[config.mk]
export PLATFORM = sky130hd
export DESIGN_NAME = rgba_over_compositor
export DESIGN_NICKNAME = d
export VERILOG_FILES = /design/src/rtl/core/roc_pkg.sv /design/src/rtl/core/roc_weight.sv /design/src/rtl/core/roc_div_stage.sv /design/src/rtl/core/rgba_over_compositor.sv
export SDC_FILE = /design/constraint.sdc
export NUM_CORES = 2
export LEC_CHECK = 0
export ABC_AREA = 1
export BUFFER_PORTS_ARGS = -buffer_cell sky130_fd_sc_hd__buf_2
export CORE_ASPECT_RATIO = 1.4
export CORE_MARGIN = 2
export CORE_UTILIZATION = 40
export CTS_CLUSTER_DIAMETER = 30
export DETAILED_ROUTE_END_ITERATION = 8
export PLACE_DENSITY = 0.53
export SLEW_MARGIN = 5
export SYNTH_ARGS = -nofsm -noshare
export SYNTH_HDL_FRONTEND = slang
export SYNTH_SLANG_ARGS = --single-unit
[constraint.sdc]
create_clock -name clk -period 24.8 [get_ports clk]
set_clock_uncertainty 0.1 [all_clocks]
set_input_delay 3.72 -clock clk [delete_from_list [all_inputs] [get_ports clk]]
set_output_delay 3.72 -clock clk [all_outputs]
set_load 0.005 [all_outputs]
[src/rtl/core/roc_pkg.sv]
// ----------------------------------------------------------------------------
// roc_pkg: shared types and constants for the RGBA source-over compositor
// Pixel layout, the record that flows through the divider stages, and the
// fixed widths of the blend arithmetic.
// ----------------------------------------------------------------------------
package roc_pkg;

	localparam int unsigned CHAN_W   = 8;                  // one colour or alpha channel
	localparam int unsigned WEIGHT_W = 16;                 // combined weight, up to 65025
	localparam int unsigned NUM_W    = 24;                 // channel numerator, up to 255*65025
	localparam int unsigned NCHAN    = 3;                  // red, green, blue
	localparam int unsigned DIV_BITS = 2;                  // quotient bits resolved per stage
	localparam int unsigned NDIV     = CHAN_W / DIV_BITS;  // divider stages
	localparam logic [CHAN_W-1:0] FULL_SCALE = 8'd255;

	// Input pixel pair, back_red in the lowest bits
	typedef struct packed {
		logic [CHAN_W-1:0] fore_alpha;
		logic [CHAN_W-1:0] fore_blue;
		logic [CHAN_W-1:0] fore_green;
		logic [CHAN_W-1:0] fore_red;
		logic [CHAN_W-1:0] back_alpha;
		logic [CHAN_W-1:0] back_blue;
		logic [CHAN_W-1:0] back_green;
		logic [CHAN_W-1:0] back_red;
	} pixel_t;

	// Composited pixel, out_red in the lowest bits
	typedef struct packed {
		logic [CHAN_W-1:0] out_alpha;
		logic [CHAN_W-1:0] out_blue;
		logic [CHAN_W-1:0] out_green;
		logic [CHAN_W-1:0] out_red;
	} result_t;

	// Record carried through the restoring divider; index 0 is red
	typedef struct packed {
		logic [NCHAN-1:0][NUM_W-1:0]  rem;
		logic [NCHAN-1:0][CHAN_W-1:0] quo;
		logic [WEIGHT_W-1:0]          total;
		logic [CHAN_W-1:0]            alpha;
		logic                         zero;
	} div_t;

endpackage

[src/rtl/core/roc_weight.sv]
// ----------------------------------------------------------------------------
// roc_weight: weight and numerator stages of the compositor
// Stage 1 forms the foreground and background weights and their sum; stage 2
// forms the three channel numerators and the output alpha.
// ----------------------------------------------------------------------------
module roc_weight (
	input  logic            clk,
	input  logic            en_s1,
	input  logic            en_s2,
	input  roc_pkg::pixel_t pix,
	output roc_pkg::div_t   div_s2
);

	roc_pkg::pixel_t                   pix_s1;
	logic [roc_pkg::WEIGHT_W-1:0]      fore_w_s1;
	logic [roc_pkg::WEIGHT_W-1:0]      back_w_s1;
	logic [roc_pkg::WEIGHT_W-1:0]      total_s1;

	logic [roc_pkg::WEIGHT_W-1:0]      fore_w;
	logic [roc_pkg::WEIGHT_W-1:0]      back_w;
	logic [roc_pkg::WEIGHT_W-1:0]      alpha_sum;
	logic [roc_pkg::NCHAN-1:0][roc_pkg::CHAN_W-1:0] fore_c;
	logic [roc_pkg::NCHAN-1:0][roc_pkg::CHAN_W-1:0] back_c;
	roc_pkg::div_t                     div_d;

	// Weights: fore = fa*255, back = (255-fa)*ba
	always_comb begin
		fore_w = {pix.fore_alpha, 8'd0} - {8'd0, pix.fore_alpha};
		back_w = {8'd0, roc_pkg::FULL_SCALE - pix.fore_alpha} * {8'd0, pix.back_alpha};
	end

	always_ff @(posedge clk) begin
		if (en_s1) begin
			pix_s1    <= pix;
			fore_w_s1 <= fore_w;
			back_w_s1 <= back_w;
			total_s1  <= fore_w + back_w;
		end
	end

	// Numerators per channel, and alpha = floor(total/255) for totals up to 65025
	always_comb begin
		fore_c = {pix_s1.fore_blue, pix_s1.fore_green, pix_s1.fore_red};
		back_c = {pix_s1.back_blue, pix_s1.back_green, pix_s1.back_red};
		alpha_sum = total_s1 + 16'd1 + {8'd0, total_s1[15:8]};
		div_d.quo   = '0;
		div_d.total = total_s1;
		div_d.alpha = alpha_sum[15:8];
		div_d.zero  = (total_s1 == '0);
		for (int c = 0; c < roc_pkg::NCHAN; c++) begin
			div_d.rem[c] = ({8'd0, fore_w_s1} * {16'd0, fore_c[c]})
				+ ({8'd0, back_w_s1} * {16'd0, back_c[c]});
		end
	end

	always_ff @(posedge clk) begin
		if (en_s2) begin
			div_s2 <= div_d;
		end
	end

endmodule

[src/rtl/core/roc_div_stage.sv]
// ----------------------------------------------------------------------------
// roc_div_stage: one stage of the restoring channel divider
// Resolves two quotient bits, from BIT_HI down, for all three channels
// against the shared combined weight.
// ----------------------------------------------------------------------------
module roc_div_stage #(
	parameter int unsigned BIT_HI = 7
) (
	input  logic          clk,
	input  logic          en,
	input  roc_pkg::div_t din,
	output roc_pkg::div_t dout
);

	roc_pkg::div_t               nxt;
	logic [roc_pkg::NUM_W:0]     r;
	logic [roc_pkg::NUM_W:0]     d;
	logic [roc_pkg::NUM_W:0]     t;

	// Trial subtract of the shifted divisor, keep when no borrow
	always_comb begin
		nxt = din;
		r   = '0;
		d   = '0;
		t   = '0;
		for (int c = 0; c < roc_pkg::NCHAN; c++) begin
			r = {1'b0, din.rem[c]};
			for (int k = 0; k < roc_pkg::DIV_BITS; k++) begin
				d = {{(roc_pkg::NUM_W + 1 - roc_pkg::WEIGHT_W){1'b0}}, din.total}
					<< (BIT_HI - k);
				t = r - d;
				if (!t[roc_pkg::NUM_W]) begin
					r = t;
				end
				nxt.quo[c][BIT_HI-k] = !t[roc_pkg::NUM_W];
			end
			nxt.rem[c] = r[roc_pkg::NUM_W-1:0];
		end
	end

	always_ff @(posedge clk) begin
		if (en) begin
			dout <= nxt;
		end
	end

endmodule

[src/rtl/core/rgba_over_compositor.sv]
// ----------------------------------------------------------------------------
// rgba_over_compositor: source-over blend of straight-alpha RGBA8 pixels
// Weight, numerator and four divider stages behind a valid/ready chain.
// ----------------------------------------------------------------------------
// The block takes one background/foreground pixel pair per clock while the
// output is not stalled, and passes each through a six-stage pipeline: a
// weight stage, a numerator stage, and four restoring divider stages that each
// resolve two quotient bits of all three colour channels. Each stage holds its
// item while the next one is full and stalled, and fills any bubble ahead of
// it, so a stall on the output loses or repeats nothing. When both alphas are
// zero every output is zero.
module rgba_over_compositor (
	input  logic        clk,
	input  logic        arst_n,
	input  logic        s_tvalid,
	output logic        s_tready,
	// back_red, back_green, back_blue, back_alpha,
	// fore_red, fore_green, fore_blue, fore_alpha
	input  logic [63:0] s_tdata,
	output logic        m_tvalid,
	input  logic        m_tready,
	// out_red, out_green, out_blue, out_alpha
	output logic [31:0] m_tdata
);

	localparam int unsigned NSTAGE = 2 + roc_pkg::NDIV;

	logic [NSTAGE-1:0] valid_q;
	logic [NSTAGE:0]   ready;
	roc_pkg::div_t     div_d [roc_pkg::NDIV+1];
	roc_pkg::result_t  res;

	// Ready chain: a stage loads when empty or when its successor moves
	always_comb begin
		ready[NSTAGE] = m_tready;
		for (int i = NSTAGE - 1; i >= 0; i--) begin
			ready[i] = !valid_q[i] || ready[i+1];
		end
	end

	// Advance valid bits with the data
	always_ff @(posedge clk or negedge arst_n) begin
		if (!arst_n) begin
			valid_q <= '0;
		end else begin
			if (ready[0]) begin
				valid_q[0] <= s_tvalid;
			end
			for (int i = 1; i < NSTAGE; i++) begin
				if (ready[i]) begin
					valid_q[i] <= valid_q[i-1];
				end
			end
		end
	end

	roc_weight u_weight (
		.clk    (clk),
		.en_s1  (ready[0]),
		.en_s2  (ready[1]),
		.pix    (roc_pkg::pixel_t'(s_tdata)),
		.div_s2 (div_d[0])
	);

	for (genvar g = 0; g < roc_pkg::NDIV; g++) begin : g_div
		roc_div_stage #(
			.BIT_HI (roc_pkg::CHAN_W - 1 - g * roc_pkg::DIV_BITS)
		) u_div (
			.clk  (clk),
			.en   (ready[2+g]),
			.din  (div_d[g]),
			.dout (div_d[g+1])
		);
	end

	// Drop the colour quotients when the combined weight is zero
	always_comb begin
		res.out_red   = div_d[roc_pkg::NDIV].zero ? '0 : div_d[roc_pkg::NDIV].quo[0];
		res.out_green = div_d[roc_pkg::NDIV].zero ? '0 : div_d[roc_pkg::NDIV].quo[1];
		res.out_blue  = div_d[roc_pkg::NDIV].zero ? '0 : div_d[roc_pkg::NDIV].quo[2];
		res.out_alpha = div_d[roc_pkg::NDIV].alpha;
	end

	assign s_tready = ready[0];
	assign m_tvalid = valid_q[NSTAGE-1];
	assign m_tdata  = res;

endmodule

Word level (Yosys, flattened, before mapping)
Index checks and enable logic that the tools add are counted.
- output and inout bits: 34
- flip-flop bits (word level): 559
- multiply operators: 7
- reduce and logical (&&, ||, !) cells: 37
- add/subtract/negate cells: 32
- multiplexer cells: 24
- operators by type and width (operator ; number):
    24-bit two-way mux ; 21
    16-bit by 8-bit multiplier with 24-bit output ; 6
    24-bit by 17-bit subtractor with 25-bit output ; 3
    24-bit by 19-bit subtractor with 25-bit output ; 3
    24-bit by 21-bit subtractor with 25-bit output ; 3
    24-bit by 23-bit subtractor with 25-bit output ; 3
    25-bit by 16-bit subtractor with 25-bit output ; 3
    25-bit by 18-bit subtractor with 25-bit output ; 3
    25-bit by 20-bit subtractor with 25-bit output ; 3
    25-bit by 22-bit subtractor with 25-bit output ; 3
    24-bit adder ; 3
    1-bit zero test ; 30
    8-bit two-way mux ; 3
    16-bit by 1-bit adder with 16-bit output, second input constant ; 1
    16-bit adder ; 1
    16-bit by 8-bit adder with 16-bit output ; 1
    16-bit zero test ; 1
    8-bit by 8-bit multiplier with 16-bit output ; 1
    16-bit by 8-bit subtractor with 16-bit output ; 1
    8-bit subtractor, first input constant ; 1
    1-bit logical OR ; 6

Longest topological paths before layout
- depth in word-level cells: 7
- mapped depth: 30
- mapped depth without buffers: 29

Modules after synthesis
From an unflattened synthesis, not the netlist that was laid out.
- cells, all modules: 10316
- area total of the unflattened synthesis: 80377.1 µm²
- modules (own cells, without submodules) (module ; cells an instance ; instances ; area an instance (µm²)):
    roc_weight ; 4119 ; 1 ; 34907.2
    roc_div_stage at g_div[3].u_div ; 1764 ; 1 ; 12414.4
    roc_div_stage at g_div[2].u_div ; 1645 ; 1 ; 11718.7
    roc_div_stage at g_div[1].u_div ; 1456 ; 1 ; 10841.6
    roc_div_stage at g_div[0].u_div ; 1257 ; 1 ; 10019.6
    rgba_over_compositor ; 75 ; 1 ; 475.5

Worst setup path after synthesis
No wires, ideal clock.
- kind: input port to output port
- start: input m_tready
- end: output s_tready
- cell stages on the path: 10
- data required time: 20.980 ns
- setup slack: 7.307 ns
- data arrival time: 13.673 ns
- cells stage by stage: nor2_1 > inv_1 > nor2_1 > inv_1 > nor2_1 > inv_1 > nor2_1 > inv_1 > nor2_1 > nand2_1
- longest elaborated chain between the ends: 6
- ends and longest elaborated chain (item ; RTL line ; source):
    start, declared ; rgba_over_compositor.sv:21 ; input logic m_tready,
    1-bit logical OR ; rgba_over_compositor.sv:37 ; ready[i] = !valid_q[i] || ready[i+1];
    named net g_div[3].u_div.en ; roc_div_stage.sv:10 ; input logic en,
    1-bit logical OR ; rgba_over_compositor.sv:37 ;
    named net g_div[2].u_div.en ; roc_div_stage.sv:10 ;
    1-bit logical OR ; rgba_over_compositor.sv:37 ;
    named net g_div[1].u_div.en ; roc_div_stage.sv:10 ;
    1-bit logical OR ; rgba_over_compositor.sv:37 ;
    named net g_div[0].u_div.en ; roc_div_stage.sv:10 ;
    1-bit logical OR (2 in series) ; rgba_over_compositor.sv:37 ;
    end, declared ; rgba_over_compositor.sv:16 ; output logic s_tready,
The timed path passes the listed nets, and every way through them passes these cells.

Worst setup path in the final report
Same ends and word-level chain as after synthesis.

==> impl_metrics.csv <==
group,metric,value,unit
yosys,yosys_warnings,0,
detailed_routing,first_pass_iters,7,
critical_path,worst_ep_arrival_time,6.77,ns
detailed_routing,dr_wl_met2,109000,um
critical_path,critPathSlowestCell,"inv_4",
sta,fin_setup_tns,0,ns
sta,setup_viol,0,
floorplanning,rows,182,
global_routing,grt_pass1_wl,327000,um
clock_tree,cts_resized,0,
finish,area.growth.synth_to_final,9.79,%
yosys,yosys-top-cells-area,"edfxtp_1 24%, fa_1 19%, nand2_1 13%",
sta,clock.fmax,94.4,MHz
clock_tree,clockBufferDepth,3,
critical_path,cp_max_fo,56,
floorplanning,io_pins,102,
detailed_routing,vias_per_cell,5.00,
detailed_routing,drtIter0Drc,2764,
global_routing,overflow,0,
detailed_routing,top_layer_used,"met5",
finish,final_net_count,10400,
clock_tree,root_buffer,"clkbuf_16",
global_routing,grt_pass1_vias,60200,
critical_path,cp_common_cell,"nor2_1",
sta,fin_crit_sh,42.7,%
critical_path,cp_data_required_time,20.98,ns
clock_tree,h-tree-depth,3,
worst_hold_path,hold_class,"reg -> reg",
clock_tree,clk_pin_slew,0.06,ns
global_routing,antenna_found_initial,2,
sta,period_needed,10.59,ns
run,maxCapViolations,0,
global_routing,grt_max_degree,71,
yosys,ys_types,60,
critical_path,worstSetupPathType,"in -> out",
placement,io_buffer_count,101,
detailed_routing,routed_wl,205000,um
yosys,syn-cell-area,70500,um^2
yosys,synth_flop_cell,"edfxtp_1",
critical_path,worstPathCellList,"buf_2, nor2_1, inv_2, buf_4, nor2_1, inv_4, nor2_1, inv_4, nor2_1, inv_4, nor2_1, nand2_4, buf_2",
sta,whs,0.287,ns
placement,hpwl,170000,um
sta,rsz0062_at_grt,"false",
clock_tree,cts_made_buffers,113,
yosys,ys_ff_latch,559,
clock_tree,cts_sinks,559,
yosys,seq_area_frac_synth,23.8,%
critical_path,cp-end-kind,"output port",
yosys,synth_fp_nets,10400,
clock_tree,cts_hold_buffers,0,
yosys,async_flop_share,1.07,%
yosys,synth_top_cells_by_count,"2,464 x nand2_1, 1,783 x inv_1, 682 x fa_1",
critical_path,rrSetupSlack,18.15,ns
worst_hold_path,holdPathEnd,"g_div[1].u_div.dout[7]",
finish,seq_area,16800,um^2
detailed_routing,drc_errors,0,
floorplanning,start_util,40.2,%
yosys,synthCells,8971,
sta,tightest_slew,0.934,ns
finish,multi_input_area,45800,um^2
detailed_routing,wl_met3,5680,um
sta,hold_viol,0,
worst_hold_path,min_path_cells,0,
floorplanning,die_area,180000,um^2
yosys,synth_edf_count,553,
sta,slew_headroom,37.7,%
sta,drv_slew,0,
yosys,synth.largest_area_cell,"edfxtp_1",
detailed_routing,vias,57100,
floorplanning,core,175000,um^2
yosys,synth.most_common_cell,"nand2_1",
yosys,yosysTopAreaCellShare,23.6,%
run_status,outcome,"finished, final reports clean",
detailed_routing,wl_per_cell,18.0,um
floorplanning,die_w,359,um
critical_path,worstSetupStartpointType,"input port",
placement,gp_congestion,0.950,
detailed_routing,drt-met1-wl,76800,um
detailed_routing,ant_nets,0,
critical_path,r2r_end,"u_weight.div_s2[120]",
critical_path,cp_slowest_stage_delay,0.54,ns
worst_hold_path,min_from,"g_div[0].u_div.dout[7]",
critical_path,reg2reg_depth,21,
yosys,synth.avg_cell_area,7.86,um^2
critical_path,r2r-start,"u_weight.fore_c[18]",
floorplanning,die_h,501,um
finish,final_layout_size_suffix_gt1_share,6.10,%
critical_path,startpoint,"m_tready",
clock_tree,cts_setup_buffers,0,
global_routing,grt_usage,23.4,%
clock_tree,clk_latency,0.75,ns
clock_tree,cts_tree,"built",
finish,fillers,17900,
flip-flops by register name, summed over array words and instances, names as in the netlist:
signal and flops:
g_div.u_div.dout 360, u_weight.back_c 24, u_weight.back_w_s1 16, u_weight.div_s2 97
u_weight.fore_c 24, u_weight.fore_w_s1 16, u_weight.total_s1 16, valid_q 6
final cells by class:
class,instances,share of cell area [%]
Antenna cell,1,0.00323
Clock buffer,122,3.71
Clock inverter,93,1.52
Inverter,1808,8.79
Multi-Input combinational cell,6362,59.2
Sequential cell,559,21.7
Tap cell,2300,3.72
Timing Repair Buffer,176,1.38
how the worst max path moves through the flow:
stage | end | slack [ns] | depth (start not counted)
3_3_place_gp | s_tready | 14.10 | 13
2_1_floorplan | s_tready | 7.31 | 10
4_1_cts | s_tready | 14.05 | 13
6_report | s_tready | 14.21 | 13
5_1_grt | s_tready | 13.88 | 13
3_5_place_dp | s_tready | 14.05 | 13
metrics by stage:
step / setup slack (ns) / area [um^2] / util (%) / std cells
3_3_place_gp: 14.10 / 73300 / 41.8 / 11200
2_1_floorplan: 7.31 / 70500 / - / 8971
3_5_place_dp: 14.05 / 73300 / 41.8 / 11200
5_1_grt: 13.88 / 77400 / 44.1 / 11400
6_report: 14.21 / 77400 / 44.1 / 11400
4_1_cts: 14.05 / 77400 / 44.1 / 11400
cells by family (layout without fill, tap and decap cells):
kind of cell	after synthesis	in the layout	share of synthesized area [%]
AND/OR/NAND/NOR	3594	3594	21.1
buffers and inverters	2050	2199	11.2
flip-flops	559	559	23.8
XOR/XNOR	375	375	4.66
adder cells (fa/ha/maj)	1334	1334	30.9
AO/OA/AOI/OAI	1058	1058	8.28
other	1	2	0.00532
placed cells by master, fill, tap and decap left out, types with 10 or more instances in the layout:
master and n:
nor2_1 489, inv_2 23, nand2_4 10, xnor2_1 140, a21oi_1 460, a31oi_1 30
nor3_1 35, clkinv_4 12, nand3_2 22, fa_1 682, buf_2 101, nand2_2 31
inv_8 10, buf_4 75, nor4_1 12, o21a_1 22, o21bai_1 38, xor2_1 235
a21o_1 35, nand3_1 345, ha_1 652, inv_6 23, nand4_1 96, or2_2 26
nand2_1 2463, nand3b_1 15, a21boi_0 15, o21ai_0 346, o21ai_1 45, nor2_2 14
edfxtp_1 553, bufinv_16 15, clkbuf_16 113, a21oi_2 12, inv_1 1778
critical path, delay by kind of cell:
family,cells,cell delay (ns)
AND/OR/NAND/NOR,6,0.91
buffers and inverters,7,2.08
per-layer routing:
layer	up-vias	global-route usage, %
met3	430	2.14
met4	2	13.9
met5	-	0
met1	27300	25.0
li1	28300	-
met2	1050	44.0
Power is not shown: default switching activity piles up to over one toggle a cycle in this logic, so the estimate is an artifact.
